`config.mk`:
```
export PLATFORM = sky130hd
export DESIGN_NAME = ssi_div
export DESIGN_NICKNAME = d
export VERILOG_FILES = /design/src/hdl/ssi_pkg.sv /design/src/hdl/ssi_div.sv
export SDC_FILE = /design/constraint.sdc
export NUM_CORES = 2
export LEC_CHECK = 0
export ABC_CLOCK_PERIOD_IN_PS = 7850
export BUFFER_PORTS_ARGS = -buffer_cell sky130_fd_sc_hd__buf_2
export CORE_MARGIN = 4
export CORE_UTILIZATION = 40
export DETAILED_ROUTE_END_ITERATION = 7
export HOLD_SLACK_MARGIN = 0.08
export PLACE_DENSITY = 0.67
export SYNTH_ARGS = -nofsm -noshare
export SYNTH_HDL_FRONTEND = slang
export SYNTH_SLANG_ARGS = --single-unit
```
`constraint.sdc`:
```
create_clock -name clk -period 7.85 [get_ports clk]
set_input_delay 1.57 -clock clk [delete_from_list [all_inputs] [get_ports clk]]
set_output_delay 1.57 -clock clk [all_outputs]
set_load 0.005 [all_outputs]
```
`src/hdl/ssi_pkg.sv`:
```
// Types and widths for the segment intersection pipeline.
package ssi_pkg;

  // Coordinate width and derived widths
  localparam int COORD_WIDTH = 16;
  localparam int W   = COORD_WIDTH;
  localparam int DW  = W + 1;          // endpoint differences
  localparam int PRW = 2 * DW;         // signed cross products
  localparam int SW  = 2 * W + 3;      // den, alpha, beta signed
  localparam int UW  = 2 * W + 2;      // den, alpha magnitudes
  localparam int LH  = UW / 2;         // low half of alpha for split multiply
  localparam int HH  = UW - LH;        // high half of alpha
  localparam int NW  = W + UW;         // dividend |dA| * alpha
  localparam int DIV_LAT = W + 1;      // divider lane depth: a register per quotient bit plus rounding

  // Input transaction: two segments
  typedef struct packed {
    logic signed [W-1:0] a_start_x;
    logic signed [W-1:0] a_start_y;
    logic signed [W-1:0] a_end_x;
    logic signed [W-1:0] a_end_y;
    logic signed [W-1:0] b_start_x;
    logic signed [W-1:0] b_start_y;
    logic signed [W-1:0] b_end_x;
    logic signed [W-1:0] b_end_y;
  } pair_t;

  // Output transaction: hit flag and point
  typedef struct packed {
    logic                hit;
    logic signed [W-1:0] cross_x;
    logic signed [W-1:0] cross_y;
  } isect_t;

  // Front end to divider lanes
  typedef struct packed {
    logic                valid;
    logic                hit;
    logic [NW-1:0]       num_x;
    logic [NW-1:0]       num_y;
    logic [UW-1:0]       den;
    logic signed [W-1:0] start_x;
    logic signed [W-1:0] start_y;
    logic                neg_x;
    logic                neg_y;
  } front_t;

  // One divider lane result
  typedef struct packed {
    logic [W-1:0]        q;
    logic signed [W-1:0] start;
    logic                neg;
  } lane_t;

  // Last pipeline stage into the output buffer
  typedef struct packed {
    logic  valid;
    logic  hit;
    lane_t x;
    lane_t y;
  } fin_t;

endpackage

```
`src/hdl/ssi_div.sv`:
```
// Divider lane: one restoring quotient bit per stage, then round half up.
module ssi_div (
  input  logic                             clk,
  input  logic                             en,
  input  logic [ssi_pkg::NW-1:0]           num,
  input  logic [ssi_pkg::UW-1:0]           den,
  input  logic signed [ssi_pkg::W-1:0]     start,
  input  logic                             neg,
  output ssi_pkg::lane_t                   lane
);

  localparam int W  = ssi_pkg::W;
  localparam int UW = ssi_pkg::UW;
  localparam int NW = ssi_pkg::NW;

  typedef struct packed {
    logic [NW-1:0]       rem;
    logic [UW-1:0]       den;
    logic [W-1:0]        q;
    logic signed [W-1:0] start;
    logic                neg;
  } st_t;

  st_t st0;
  st_t st_r [W];
  st_t last;
  logic up;

  assign st0 = '{rem: num, den: den, q: '0, start: start, neg: neg};

  // one quotient bit per stage, MSB first
  for (genvar k = 0; k < W; k++) begin : g_stage
    localparam int SH = W - 1 - k;
    st_t cur, nxt;
    logic [NW-1:0] dsh;
    logic ge;

    if (k == 0) begin : g_first
      assign cur = st0;
    end else begin : g_rest
      assign cur = st_r[k-1];
    end

    assign dsh = {{(NW-UW){1'b0}}, cur.den} << SH;
    assign ge  = (cur.rem >= dsh);

    always_comb begin
      nxt = cur;
      if (ge) begin
        nxt.rem = cur.rem - dsh;
      end
      nxt.q[SH] = ge;
    end

    always_ff @(posedge clk) begin
      if (en) begin
        st_r[k] <= nxt;
      end
    end
  end

  // round to nearest, ties up
  assign last = st_r[W-1];
  assign up   = ({last.rem[UW-1:0], 1'b0} >= {1'b0, last.den});

  always_ff @(posedge clk) begin
    if (en) begin
      lane.q     <= last.q + {{(W-1){1'b0}}, up};
      lane.start <= last.start;
      lane.neg   <= last.neg;
    end
  end

endmodule

```
==> impl_metrics.csv <==
group,metric,value,unit
outcome,status,"finished with violations",
outcome,violations,"DRC",
drt,drt_wl_total,212900,um
sta,final.setup_skew,51.38,ps
clocking,cts.path.max_buffers,3,
place,dp_slack,2067,ps
yosys,synthArstFlopShare,0,
floorplan,rows,177,
worst_hold_path,min_path_cells,0,
floorplan,core,0.2332,mm2
drt,vias_per_cell,5.299,
sta,setup_violations,0,
clocking,root_buffer,"clkbuf_16",
sta,fin_crit_sh,0.6545,
yosys,synth.most_common_cell,"edfxtp_1",
yosys,synthTopCellsByCount,"edfxtp_1, inv_1, a21oi_1",
worst_setup_path,worstPathRequired,8440,ps
finish,drive_gt1_frac,0.06903,
yosys,synthCells,8269,
yosys,yosysWarnings,0,
clocking,post-cts-setup-buffer-count,0,
clocking,cts_resized,0,
floorplan,die_y,492.6,um
yosys,synth_area_leaders,"edfxtp_1, ha_1, a21oi_1",
worst_setup_path,cp.arrival,5720,ps
drt,drt-pass1-iter-count,8,
finish,post-route-util,0.4487,
place,io_buffer_count,135,
sta,maxSlewViolCount,0,
floorplan,io_pins,136,
worst_hold_path,hp-start,"st_r[0][133]",
yosys,synth_top_area_cell,"edfxtp_1",
clocking,worstSkewPairLatency,850,ps
place,place_hpwl,161500,um
floorplan,die_w,492.6,um
power,powerDensity,364.8,mW/mm2
drt,wl_per_cell,18.20,um
yosys,ys_seq_area_frac,0.5655,
sta,finalCriticalPeriod,5137,ps
global_routing,grt_max_degree,186,
drt,drt-initial-drc-count,3859,
worst_setup_path,worstReg2RegStart,"st_r[1][501]",
place,gp_congestion,0.9918,
run,max_cap_viol_count,0,
clocking,cts.sinks,1769,
drt,route.detailed.drc,2,
sta,finalHoldViolCount,0,
worst_hold_path,min_to,"st_r[0][250]",
worst_setup_path,r2r_cells,12,
yosys,synth_area,0.09394,mm2
global_routing,grt_remaining_overflow,0,
sta,max_freq,194.6,MHz
yosys,synth_cell_types,94,
yosys,ys_ff_latch,1769,
worst_setup_path,critical_path_class,"flip-flop to flip-flop",
clocking,cts_htree_levels,4,
yosys,postSynthAreaPerCell,11.36,um2
power,power,38170,uW
clocking,cts_buffers,194,
sta,rsz0062_at_grt,"false",
yosys,synth_top_area_frac,0.5655,
drt,num_vias,61970,
drt,ant_nets,0,
worst_setup_path,r2r-end,"st_r[1][697]",
clocking,clk_pin_slew_worst_paths,60,ps
power,p_leak,0.04107,uW
finish,fin_nets,9097,
yosys,synthFlopType,"edfxtp_1",
sta,slew_headroom,0.1293,
worst_hold_path,worstHoldPathType,"flip-flop to flip-flop",
global_routing,grt_pass1_wl,335400,um
worst_setup_path,cp-start-kind,"flip-flop",
power,ir_drop,0.0001952,V
yosys,synth_edf_count,1769,
sta,max_slew.worst_pin.slew,1273,ps
worst_setup_path,cp-end-kind,"flip-flop",
global_routing,grt_usage,0.1711,
sta,finalSetupTns,0,ps
clocking,tritoncts,"done",
global_routing,antenna_found_initial,1,
floorplan,start_util,0.4028,
yosys,mappedNetlistNets,8967,
floorplan,dieArea,0.2427,mm2
sta,setup_slack,2713,ps
worst_setup_path,critical_path.max_fanout,6,
finish,areaGrowthSynthToFinish,11.38,%
worst_setup_path,rrSetupSlack,2710,ps
global_routing,grt_pass1_vias,63450,
clocking,holdBufCountCts,0,
[worst max-delay path by stage]
stage,start,to,slack (ps),cells after the start
floorplan,num[15],st_r[0][116],3400,13
global placement,den[1],st_r[0][100],2050,13
detailed placement,den[1],st_r[0][100],2070,13
CTS,st_r[1][501],st_r[1][697],2750,12
global route,st_r[1][501],st_r[1][697],2590,12
finish,st_r[1][501],st_r[1][697],2710,12
[kinds of logic after synthesis]
family,after synthesis,synth area share
AOI/OAI and AO/OA,2210,0.1455
and+or+nand+nor,2039,0.1047
DFF,1769,0.5655
buffers and inverters,990,0.03996
xor gates and xnor gates,598,0.05584
adders and majority gates,595,0.08053
muxes,68,0.008032
[per-stage QoR]
stage	instance area (um2)	hold WS, ps	std cells
after detailed placement	98160	404.5	11340
final	104600	388.1	11700
after CTS	104600	390.6	11690
after global placement	98150	400.3	11340
after global routing	104600	396.4	11690
after floorplan	93940	400.3	8269
[sequential cells by signal (all words and copies together) (netlist names)]
signal  flops
lane       33
st_r     1736
[report_power, final]
group | internal, uW | leakage (uW) | switching (uW)
Combinational | 6090 | 0.0208 | 8570
Clock | 5350 | 0.00312 | 3740
Sequential | 13300 | 0.0172 | 1150
Total | 24700 | 0.0411 | 13500
[area by class of cell]
class / instances / area, um2
Fill cell: 20990 / 128600
Sequential cell: 1769 / 53120
Multi-Input combinational cell: 5510 / 37160
Clock buffer: 240 / 5049
Tap cell: 3132 / 3919
Inverter: 740 / 2778
Clock inverter: 118 / 1414
Timing Repair Buffer: 184 / 1184
Antenna cell: 2 / 5.005
[critical path: stages, from the launching register on]
cell and delay [ps]:
edfxtp_1 400, ha_1 250, fa_1 410, nand2b_1 180, a21oi_1 320, o21ai_0 180, a21boi_0 280, o211ai_1 280
o21ai_0 740, a221oi_1 460, a2111oi_1 1000, nand3_1 190, xnor2_1 160
[routing by layer]
layer  vias to the layer above  wire (um)  GRT usage
li1                      30730          -          -
met1                     29110      82780     0.1844
met2                      1513     110200     0.3196
met3                       617       6845    0.02325
met4                         0      13030    0.09821
met5                         -          0          0
[layout by cell type (no fill, tap or decap), drive strengths merged, types with 70 or more instances in the layout]
cell type / Yosys / final
nor3: 105 / 105
nand2: 636 / 636
nor4: 89 / 89
nand2b: 83 / 83
inv: 739 / 744
ha: 579 / 579
nand4: 124 / 124
o21ai: 579 / 579
clkinv: 1 / 84
nor2b: 81 / 81
a21o: 329 / 329
nand3: 146 / 146
nor2: 512 / 512
buf: 36 / 184
edfxtp: 1769 / 1769
clkbuf: 214 / 240
xor2: 289 / 289
xnor2: 309 / 309
o21a: 70 / 70
a21oi: 708 / 708
No activity file was read; power rests on OpenSTA's default activity.
