[config.mk]
export PLATFORM = sky130hd
export DESIGN_NAME = ssi_out
export DESIGN_NICKNAME = d
export VERILOG_FILES = /design/src/hdl/ssi_pkg.sv /design/src/hdl/ssi_out.sv
export SDC_FILE = /design/constraint.sdc
export NUM_CORES = 1
export LEC_CHECK = 0
export BUFFER_PORTS_ARGS = -buffer_cell sky130_fd_sc_hd__buf_2
export CAP_MARGIN = 10
export CORE_MARGIN = 4
export CORE_UTILIZATION = 45
export CTS_CLUSTER_DIAMETER = 30
export CTS_CLUSTER_SIZE = 8
export DETAILED_ROUTE_END_ITERATION = 8
export PLACE_DENSITY_LB_ADDON = 0.12
export SLEW_MARGIN = 20
export SYNTH_ARGS = -nofsm -noshare
export SYNTH_HDL_FRONTEND = slang
export SYNTH_SLANG_ARGS = --single-unit
[constraint.sdc]
create_clock -name clk -period 10 [get_ports clk]
set_input_delay 1.5 -clock clk [delete_from_list [all_inputs] [get_ports clk]]
set_output_delay 1.5 -clock clk [all_outputs]
set_load 0.03 [all_outputs]
[src/hdl/ssi_pkg.sv]
// Types and widths for the segment intersection pipeline.
package ssi_pkg;

  // Coordinate width and derived widths
  localparam int COORD_WIDTH = 16;
  localparam int W   = COORD_WIDTH;
  localparam int DW  = W + 1;          // endpoint differences
  localparam int PRW = 2 * DW;         // signed cross products
  localparam int SW  = 2 * W + 3;      // den, alpha, beta signed
  localparam int UW  = 2 * W + 2;      // den, alpha magnitudes
  localparam int LH  = UW / 2;         // low half of alpha for split multiply
  localparam int HH  = UW - LH;        // high half of alpha
  localparam int NW  = W + UW;         // dividend |dA| * alpha
  localparam int DIV_LAT = W + 1;      // divider lane depth: a register per quotient bit plus rounding

  // Input transaction: two segments
  typedef struct packed {
    logic signed [W-1:0] a_start_x;
    logic signed [W-1:0] a_start_y;
    logic signed [W-1:0] a_end_x;
    logic signed [W-1:0] a_end_y;
    logic signed [W-1:0] b_start_x;
    logic signed [W-1:0] b_start_y;
    logic signed [W-1:0] b_end_x;
    logic signed [W-1:0] b_end_y;
  } pair_t;

  // Output transaction: hit flag and point
  typedef struct packed {
    logic                hit;
    logic signed [W-1:0] cross_x;
    logic signed [W-1:0] cross_y;
  } isect_t;

  // Front end to divider lanes
  typedef struct packed {
    logic                valid;
    logic                hit;
    logic [NW-1:0]       num_x;
    logic [NW-1:0]       num_y;
    logic [UW-1:0]       den;
    logic signed [W-1:0] start_x;
    logic signed [W-1:0] start_y;
    logic                neg_x;
    logic                neg_y;
  } front_t;

  // One divider lane result
  typedef struct packed {
    logic [W-1:0]        q;
    logic signed [W-1:0] start;
    logic                neg;
  } lane_t;

  // Last pipeline stage into the output buffer
  typedef struct packed {
    logic  valid;
    logic  hit;
    lane_t x;
    lane_t y;
  } fin_t;

endpackage

[src/hdl/ssi_out.sv]
// Output stage: final add, output register and one-entry skid buffer.
module ssi_out (
  input  logic                  clk,
  input  logic                  rst,
  input  ssi_pkg::fin_t         fin,
  input  logic                  stall,
  output logic                  valid,
  output ssi_pkg::isect_t       isect,
  output logic                  skid_full
);

  localparam int W = ssi_pkg::W;

  ssi_pkg::isect_t res;
  ssi_pkg::isect_t skid;
  ssi_pkg::isect_t isect_next, skid_next;
  logic            valid_next, skid_full_next;
  logic            take;
  logic [W-1:0]    px, py;

  // point = start +/- rounded quotient
  assign px = fin.x.neg ? (fin.x.start - fin.x.q) : (fin.x.start + fin.x.q);
  assign py = fin.y.neg ? (fin.y.start - fin.y.q) : (fin.y.start + fin.y.q);

  always_comb begin
    res.hit     = fin.hit;
    res.cross_x = fin.hit ? $signed(px) : '0;
    res.cross_y = fin.hit ? $signed(py) : '0;
  end

  assign take = valid && !stall;

  // output / skid steering
  always_comb begin
    isect_next     = isect;
    skid_next      = skid;
    valid_next     = valid;
    skid_full_next = skid_full;
    if (skid_full) begin
      if (take) begin
        isect_next     = skid;
        skid_full_next = 1'b0;
      end
    end else if (fin.valid) begin
      if (!valid || take) begin
        isect_next = res;
        valid_next = 1'b1;
      end else begin
        skid_next      = res;
        skid_full_next = 1'b1;
      end
    end else if (take) begin
      valid_next = 1'b0;
    end
  end

  always_ff @(posedge clk) begin
    if (rst) begin
      valid     <= 1'b0;
      skid_full <= 1'b0;
    end else begin
      valid     <= valid_next;
      skid_full <= skid_full_next;
    end
  end

  always_ff @(posedge clk) begin
    isect <= isect_next;
    skid  <= skid_next;
  end

endmodule

==> results.md, run 1 <==
- Outcome: completed
- Net Sw Power: 304 uW
- Worst flop-to-flop path endpoint: isect[21]$_DFFE_PP_
- Synthesized instance count: 475
- Mapped cell area: 0.00474 sq mm
- Count of input and output buffers: 105
- Skew-Pair Late Insertion Delay: 0.34 ns
- Number of remaining DRC errors: 0
- Number of cell rows: 37
- Clk sinks: 68
- Hold path depth: 2
- Share of cells above drive strength 1: 0.258
- CP Launch Type: primary input
- Final GP Congestion: 0.941
- Post-CTS Setup Bufs: 0
- First-pass GRT wire length: 17000 um
- Final setup violation count: 0
- Setup crit start: fin[17]
- Initial Util: 0.461
- Layout fillers: 942
- Reg2Reg Setup Slack: 7.97 ns
- # diodes: 0
- Post-Syn Area per Cell: 9.98 sq um
- Unrepaired setup endpoints after global routing: false
- Worst-path fanout max: 5
- Core Area: 0.0103 sq mm
- Vias in the first global route: 3528
- Via density per instance: 5.18
- Clock Tree Buf Depth: 2
- Max-slew headroom: 0.488
- Worst Path Arrival: 4.47 ns
- Distinct cells, synth: 53
- VDD IR max: 0.0000751 V
- TritonRoute pass-1 iters: 5
- Tcrit/Tclk final: 0.437
- Post-detailed-route count of antenna-violating nets: 0
- Sequential area share after synthesis: 0.426
- Setup Total Neg Slack: 0 ns
- Slew Viols, Final: 0
- Inst Count DP: 705
- Layout area overhead: 19.1%
- Combinational Power Share: 0.356
- Worst r2r path cells: 5
- Syn nets: 580
- CTS Hold Bufs: 0
- Slowest cell on crit path: or4_1
- Initial drt markers: 228
- Final hold vios: 0
- Top Ports: 106
- WL per Instance: 14.2 um
- Final WL: 10300 um
- CP Class: in2reg
- Gr ovfl total: 0
- Die width: 111 um
- Tot GR Track Use: 0.168
- Leak: 2.35 nW
- Hold/Removal Path Class: reg2reg
- Antenna violations before repair: 0
- Clock power share: 0.247
- Clk slew on worst S/H paths: 0.07 ns
- Slew @ Worst Pin: 0.765 ns
- Ys async rst share: 0
- CP peak stage delay: 0.41 ns
- Total die area: 0.0122 sq mm
- Maximum Capacitance Violations: 0
- Root Buffer: clkbuf_8
- Dpl hpwl: 8120 um
- Synth Warn #: 0
- Post-CTS sizing: 0
- Vias: 3743
- Critical path endpoint category: flop
- Synth Flop Type: edfxtp_1
- Post-synth EDFFs: 66
- Worst hold start: skid[15]$_DFFE_PP_
- WP data required: 10.10 ns
- Yosys reg bits: 68
- CTS tree: built
- Clock Skews: 0.00613 ns
- Power Dens Cells: 159 mW/mm^2
- Peak Freq: 229 MHz
- Worst Hold End: isect[15]$_DFFE_PP_
- Final Critical Period: 4.37 ns
- Switching Fraction: 0.339
- Final net count: 686
- Reg power frac: 0.398
- Critical R2R Launch: skid_full$_SDFF_PP0_
- Final std cells w/o fill: 722
- Vert. Die Dim: 111 um
- Crit-path cells: buf_2, inv_1, ha_1, nand2b_1, or4_1, nor2_1, a21oi_1, xnor2_1, ha_1, a21oi_1, nand2_1, a221oi_1, o31ai_1, xor2_1, a31o_2
- H-tree levels: 3
- CTS buffer count: 9
- Largest net degree at the start of global routing: 34
- Int Power: 593 uW
kinds of logic (layout without fill, tap and decap cells):
group | count (synthesis) | count (layout) | synth area share
AO/OA/AOI/OAI | 126 | 126 | 0.173
XOR/XNOR | 52 | 52 | 0.0976
adder cells (fa/ha/maj) | 34 | 34 | 0.0929
buffers and inverters | 35 | 146 | 0.0277
flip-flops | 68 | 68 | 0.426
multiplexers | 13 | 13 | 0.0309
AND/OR/NAND/NOR | 147 | 147 | 0.152
Yosys cell counts (2+ instances only):
cell type   n  area [sq um]
a221oi_1    2          17.5
a211oi_1    2          15.0
nand2b_1    5          31.3
o21a_1      8          60.1
nand2_1    35           131
o21ai_0    20           100
o21ai_1     2          10.0
ha_1       32           400
fa_1        2          40.0
a22o_1      9          78.8
nand4_1     3          18.8
dfxtp_1     2          40.0
inv_1      21          78.8
o21bai_1    4          30.0
nor3_1     11          55.1
a31o_1      2          17.5
xor2_1     17           149
a21oi_1    43           215
o31ai_1     8          60.1
nor2_1     47           176
a31o_2      4          35.0
nand3_1     5          25.0
o211ai_1    3          22.5
and3_1      2          12.5
buf_1       3          11.3
a31oi_1     5          31.3
clkbuf_1   10          37.5
nor2b_1    10          62.6
a21o_1      3          22.5
xnor2_1    34           298
o31a_1      2          17.5
and2_1     21           131
mux2_2     13           146
edfxtp_1   66          1980
layout make-up:
type                    instances  area [sq um]  area share
inverters                      22          82.6      0.0146
multi-input cells             372          2600       0.461
flip-flops and latches         68          2020       0.358
well taps                     136           170      0.0301
clock inverters                 7          77.6      0.0137
repair buffers                108           568       0.101
clock buffers                   9           124      0.0219
registers in the layout, indices dropped and copies added (netlist names):
| register | count |
|---|---|
| isect | 33 |
| skid | 33 |
| skid_full | 1 |
| valid | 1 |
worst max path at each step:
stage	slack, ns	cells after the start	endpoint
floorplan	5.50	2	isect[0]$_DFFE_PP_
global placement	5.42	15	isect[14]$_DFFE_PP_
detailed placement	5.28	15	isect[14]$_DFFE_PP_
CTS	5.65	15	isect[14]$_DFFE_PP_
global route	5.36	15	isect[14]$_DFFE_PP_
finish	5.63	15	isect[14]$_DFFE_PP_
power groups by stage:
stage | Sequential (mW) | Combinational, mW | Clock, mW
after floorplan | 0.403 | 0.190 | 0
after global placement | 0.363 | 0.311 | 0
after detailed placement | 0.364 | 0.315 | 0
after CTS | 0.357 | 0.316 | 0.227
after global routing | 0.359 | 0.353 | 0.240
final | 0.356 | 0.319 | 0.221
metal layers:
layer | GRT usage | vias to the layer above | share of wire
met3 | 0.0333 | 8 | 0.057
met1 | 0.243 | 1689 | 0.50
met4 | 0.0517 | 0 | 0.011
li1 | - | 1937 | -
met2 | 0.256 | 109 | 0.44
met5 | 0 | - | 0
metrics by stage:
| stage | setup slack [ns] | hold slack [ns] | instance area (sq um) | util | total power [mW] |
|---|---|---|---|---|---|
| after floorplan | 5.50 | 0.497 | 4740 | - | 0.593 |
| after CTS | 5.65 | 0.527 | 5620 | 0.547 | 0.900 |
| after detailed placement | 5.28 | 0.510 | 5420 | 0.527 | 0.678 |
| after global routing | 5.36 | 0.563 | 5650 | 0.549 | 0.952 |
| after global placement | 5.42 | 0.504 | 5420 | 0.527 | 0.673 |
| final | 5.63 | 0.527 | 5650 | 0.549 | 0.896 |
critical path, delay by kind of cell:
kind | cells | cell delay [ns]
xor+xnor | 2 | 0.31
compound gates | 5 | 1.16
simple gates | 4 | 0.82
buf+inv | 2 | 0.16
fa+ha+maj | 2 | 0.51
placed cells by master, fill, tap and decap left out, types with 2 or more instances in the layout:
cell type   count
buf_2         105
edfxtp_1       66
nor2_1         46
a21oi_1        43
nand2_1        35
xnor2_1        34
ha_1           32
inv_1          21
and2_1         21
o21ai_0        20
xor2_1         17
mux2_2         13
nor3_1         11
nor2b_1        10
a22o_1          9
clkbuf_8        9
o31ai_1         8
o21a_1          8
a31oi_1         5
nand2b_1        5
nand3_1         5
o21bai_1        4
a31o_2          4
clkinvlp_4      4
o211ai_1        3
nand4_1         3
a21o_1          3
and3_1          2
o31a_1          2
a221oi_1        2
o21ai_1         2
a31o_1          2
a211oi_1        2
fa_1            2
clkinv_4        2
buf_4           2
dfxtp_1         2
Power figures use the tool's default switching activity.
==> run 2, diff against run 1 <==
ABC_AREA = 1   (was unset)
clock period = 3.6 ns   (was 10 ns; I/O delays follow)
==> run 2 against run 1 <==
Compared with the run above: non-clock buffer count shrank 1; routed wire length grew 24%; synthesized cell count grew 44%; setup slack lost 4.8 ns; power grew to 3.1 times the previous value; clock-buffer cell count grew 3; combinational power grew to 2.7 times the previous value.
==> results.md, run 2 <==
- Outcome: completed
- Tcrit/Tclk final: 0.770
- Initial drt markers: 225
- Clock Skews: 0.00778 ns
- Final hold vios: 0
- Distinct cells, synth: 37
- Worst-path fanout max: 5
- Crit-path cells: buf_2, inv_1, ha_1, nand4_1, nor2_1, a31oi_1, xor2_1, inv_1, ha_1, nand2_1, inv_1, nand2_1, nor3_1, nand2_1, nand2_1, nand2_1, nand4_1, nand2_1
- Clk slew on worst S/H paths: 0.05 ns
- Max-slew headroom: 0.331
- Synth top area cells: edfxtp_1, nand2_1, ha_1
- Final net count: 895
- CTS buffer count: 9
- Antenna violations before repair: 1
- Hold/Removal Path Class: in2reg
- CP Launch Type: primary input
- Sequential area share after synthesis: 0.393
- CTS tree: built
- # diodes: 0
- Vias in the first global route: 4447
- Mapped cell area: 0.00514 sq mm
- Vert. Die Dim: 115 um
- Synth cell count leaders: nand2_1, inv_1, edfxtp_1, nor2_1, a21oi_1
- CTS Hold Bufs: 0
- Post-CTS sizing: 0
- CP Class: in2reg
- Clock Tree Buf Depth: 2
- Post-Syn Area per Cell: 7.51 sq um
- H-tree levels: 3
- Core Area: 0.0110 sq mm
- Dpl cell area: 0.00581 sq mm
- Leak: 3.14 nW
- Commonest non-fill, non-tap cell in the layout: nand2_1
- Area fraction of the dominant cell type after synthesis: 0.385
- Hold WS: 0.376 ns
- Reg power frac: 0.350
- Power Dens Cells: 455 mW/mm^2
- Slowest cell on crit path: ha_1
- Number of cell rows: 38
- Gr ovfl total: 0
- Layout area overhead: 19.2%
- Via density per instance: 5.02
- Post-detailed-route count of antenna-violating nets: 0
- Syn nets: 790
- Final GP Congestion: 0.909
- Fin area: 0.00613 sq mm
- Slew Viols, Final: 0
- Final Critical Period: 2.77 ns
- Synthesized instance count: 685
- Slew @ Worst Pin: 1.00 ns
- Share of cells above drive strength 1: 0.186
- Leading area contributor after synthesis: edfxtp_1
- Switching Fraction: 0.328
- Number of remaining DRC errors: 0
- Critical path endpoint category: flop
- Post-synth EDFFs: 66
- CP most frequent cell: nand2_1
- Worst Path Arrival: 2.85 ns
- Most frequent cells in the layout: nand2_1, buf_2, inv_1
- Initial Util: 0.466
- Synth Warn #: 0
- Total die area: 0.0132 sq mm
- Post-CTS Setup Bufs: 0
- Peak Freq: 361 MHz
- WP data required: 3.68 ns
- Final core utilization: 0.556
- Vias: 4690
- Largest net degree at the start of global routing: 41
- Ys async rst share: 0
- Int Power: 1.87 mW
- TritonRoute pass-1 iters: 4
- Unrepaired setup endpoints after global routing: false
- VDD IR max: 0.000280 V
- First-pass GRT wire length: 21000 um
- Setup Total Neg Slack: 0 ns
- Synth Flop Type: edfxtp_1
- Root Buffer: clkbuf_16
- Die width: 115 um
- Skew-Pair Late Insertion Delay: 0.33 ns
- Largest regs: isect: 33 flops, skid: 33 flops
- CP peak stage delay: 0.38 ns
- Clk sinks: 68
- Count of input and output buffers: 105
- Net Sw Power: 915 uW
- Tot GR Track Use: 0.199
- Cell with the most instances after synthesis: nand2_1
- Maximum Capacitance Violations: 0
- Combinational Power Share: 0.308
- Dpl hpwl: 9840 um
- Final WL: 12800 um
- Yosys reg bits: 68
- Clock power share: 0.342
- Final setup violation count: 0
- WL per Instance: 13.7 um
- Top Ports: 106
==> run 2: cell count changes after synthesis, moves of 8 or more <==
cell and delta:
a22o_1 -9, and2_1 -21, inv_1 +83, mux2_2 -13
nand2_1 +174, nand2_2 +11, nand3_1 +23, nand4_1 +16
nor2_1 +11, nor2b_1 -10, o21ai_1 +8, xnor2_1 -23
==> run 2: metal layers <==
layer,up-vias,GRT usage,wire length (um)
li1,2440,-,-
met1,2114,0.261,5650
met2,115,0.337,6230
met3,19,0.0342,688
met4,2,0.0571,216
met5,-,0,7
==> run 2: final timing paths <==
| check | from | endpoint | slack, ns | cells past startpoint |
|---|---|---|---|---|
| hold / removal | rst | skid_full$_SDFF_PP0_ | 0.38 | 2 |
| hold reg to reg | skid_full$_SDFF_PP0_ | skid_full$_SDFF_PP0_ | 0.51 | 2 |
| setup reg to reg | skid_full$_SDFF_PP0_ | isect[17]$_DFFE_PP_ | 1.85 | 3 |
| setup / recovery | fin[17] | isect[15]$_DFFE_PP_ | 0.83 | 18 |
==> run 2: layout make-up <==
| class | count | area, sq um |
|---|---|---|
| Clock buffer | 12 | 246 |
| Tap cell | 140 | 175 |
| Timing Repair Buffer | 107 | 541 |
| Fill cell | 1075 | 4900 |
| Inverter | 105 | 394 |
| Clock inverter | 4 | 73.8 |
| Sequential cell | 68 | 2020 |
| Multi-Input combinational cell | 499 | 2680 |
==> run 2: per-stage QoR <==
step,setup slack [ns],instances,total power [mW]
detailed placement,0.501,919,1.85
CTS,0.843,935,2.81
floorplan,0.943,685,1.62
finish,0.826,935,2.79
global placement,0.609,919,1.84
global route,0.592,935,2.96
==> run 2: critical path, delay by kind of cell <==
| kind | cells | cell delay (ns) |
|---|---|---|
| AOI/OAI and AO/OA | 1 | 0.13 |
| xor gates and xnor gates | 1 | 0.16 |
| adders and majority gates | 2 | 0.58 |
| buffers and inverters | 4 | 0.35 |
| and+or+nand+nor | 10 | 1.10 |
==> run 2: kinds of logic after synthesis <==
family / after synthesis / share of synthesized area
adders and majority gates: 34 / 0.0856
DFF: 68 / 0.393
AOI/OAI and AO/OA: 85 / 0.0897
xor gates and xnor gates: 31 / 0.0528
and+or+nand+nor: 349 / 0.291
buffers and inverters: 118 / 0.0878
==> run 2: power groups by stage <==
stage / sequential, mW / combinational (mW) / clock, mW
floorplan: 1.09 / 0.532 / 0
global placement: 0.993 / 0.852 / 0
detailed placement: 0.994 / 0.860 / 0
CTS: 0.978 / 0.864 / 0.966
global route: 0.983 / 0.974 / 1.00
finish: 0.977 / 0.860 / 0.953
==> run 3, diff against run 2 <==
clock period = 2.9 ns   (was 3.6 ns; I/O delays follow)
==> run 3 against run 2 <==
Compared with the run above: global-route usage increased by 0.63 points; via count rose by 0.87%; clock skew down 0.0012 ns; setup slack got worse by 0.54 ns; combinational power up 26%; worst hold slack lost 0.11 ns; core utilization grew 0.33 points; non-clock buffer count is 4 higher; register-to-register slack worse by 0.63 ns; critical path depth down 1; cell area grew 0.59%; critical path type unchanged; highest routed layer is now met4; sequential share of layout area shrank 0.19 points.
==> results.md, run 3 (synthesis results as in run 2) <==
- Outcome: completed
- Final Critical Period: 2.62 ns
- Worst Hold End: skid_full$_SDFF_PP0_
- Clk sinks: 68
- Post-detailed-route count of antenna-violating nets: 0
- Core Area: 0.0110 sq mm
- Final GP Congestion: 0.962
- Peak Freq: 382 MHz
- Buf+Inv Stages, Crit Path: 5
- CTS Hold Bufs: 0
- Slowest cell on crit path: ha_1
- Clock Tree Buf Depth: 2
- Layout fillers: 1054
- Final net count: 899
- # diodes: 0
- Final WL: 13100 um
- Die width: 115 um
- Worst path top cell family by delay: simple AND/OR/NAND/NOR gates
- Reg2Reg Setup Slack: 1.22 ns
- Worst-path fanout max: 4
- Vias: 4731
- Number of cell rows: 38
- Share of cells above drive strength 1: 0.194
- Count of input and output buffers: 105
- Slew Viols, Final: 0
- Final hold vios: 0
- Layout area overhead: 19.9%
- Power Dens Cells: 565 mW/mm^2
- Vert. Die Dim: 115 um
- Leak: 3.15 nW
- First-pass GRT wire length: 21500 um
- Final core utilization: 0.559
- Number of remaining DRC errors: 0
- Hold WS: 0.267 ns
- Gr ovfl total: 0
- Clock Skews: 0.00656 ns
- CTS tree: built
- Tot GR Track Use: 0.205
- Critical path endpoint category: flop
- Pre-CTS setup slack: -0.0699 ns
- Top Ports: 106
- Largest net degree at the start of global routing: 41
- Initial Util: 0.466
- CP Launch Type: primary input
- Crit-path cells: buf_2, inv_1, ha_1, nand3_1, nor2_2, a21oi_1, xor2_1, inv_1, ha_1, nand2_1, inv_1, a21oi_1, inv_1, a21oi_1, nand3_1, nand4_1, nand2_1
- Hold/Removal Path Class: in2reg
- Worst Slack Setup Final: 0.283 ns
- Clk slew on worst S/H paths: 0.06 ns
- H-tree levels: 3
- Vias in the first global route: 4601
- Hold path depth: 2
- Unrepaired setup endpoints after global routing: false
- Most frequent cells in the layout: nand2_1, buf_2, inv_1
- Total die area: 0.0132 sq mm
- Max-slew headroom: 0.399
- Final std cells w/o fill: 939
- Root Buffer: clkbuf_16
- CP most frequent cell: inv_1
- Via density per instance: 5.04
- TritonRoute pass-1 iters: 5
- Initial drt markers: 227
- Skew-Pair Late Insertion Delay: 0.33 ns
- Dpl cell area: 0.00584 sq mm
- Commonest non-fill, non-tap cell in the layout: nand2_1
- Worst hold start: rst
- Tcrit/Tclk final: 0.903
- Inst Count DP: 923
- Critical R2R Launch: skid_full$_SDFF_PP0_
- Largest regs: isect: 33 flops, skid: 33 flops
- CP Class: in2reg
- Fin area: 0.00617 sq mm
- Final setup violation count: 0
- Dpl hpwl: 10100 um
- Worst r2r path cells: 4
- CP peak stage delay: 0.33 ns
- CTS buffer count: 9
- WP data required: 2.98 ns
- Antenna violations before repair: 0
- Maximum Capacitance Violations: 0
- Slew @ Worst Pin: 0.901 ns
- Worst Path Arrival: 2.70 ns
- VDD IR max: 0.000398 V
- Worst flop-to-flop path endpoint: isect[12]$_DFFE_PP_
- WL per Instance: 14.0 um
## run 3: worst max-delay path by stage
stage,depth (start not counted),slack (ns),endpoint,start
6_report,17,0.28,isect[29]$_DFFE_PP_,fin[50]
5_1_grt,16,0.03,isect[13]$_DFFE_PP_,fin[17]
4_1_cts,18,0.27,isect[15]$_DFFE_PP_,fin[17]
3_5_place_dp,18,-0.07,isect[15]$_DFFE_PP_,fin[17]
3_3_place_gp,18,-0.001,isect[15]$_DFFE_PP_,fin[17]
2_1_floorplan,3,0.28,isect[0]$_DFFE_PP_,skid_full$_SDFF_PP0_
## run 3: cell type report
class                      count  area, sq um  share of cell area
clock buffer                   9          225              0.0365
clock inverter                 7         98.8              0.0160
multi-input combinational    499         2680               0.435
timing repair buffer         111          571              0.0925
sequential                    68         2020               0.328
tap                          140          175              0.0284
inverter                     105          394              0.0639
## run 3: routing by layer
metal,global-route usage,up-vias,share of wire
met3,0.0395,14,0.045
met2,0.372,116,0.50
met4,0.0579,0,0.016
met5,0,-,0
met1,0.246,2154,0.43
li1,-,2447,-
## run 3: report_power, final
group,internal [mW],switching [mW],total [mW]
clock network,0.759,0.435,1.19
registers,1.19,0.0195,1.21
logic,0.362,0.716,1.08
## run 3: timing repair
item                                    in CTS  in global routing
resized for setup                            0                  1
endpoints found under the setup margin       0                  1
buffers inserted                             0                  0
## run 3: through the flow
step / power, mW / setup TNS, ns
floorplan: 2.01 / 0
global placement: 2.29 / -0.00136
global route: 3.70 / 0
detailed placement: 2.31 / -0.214
CTS: 3.51 / 0
finish: 3.48 / 0
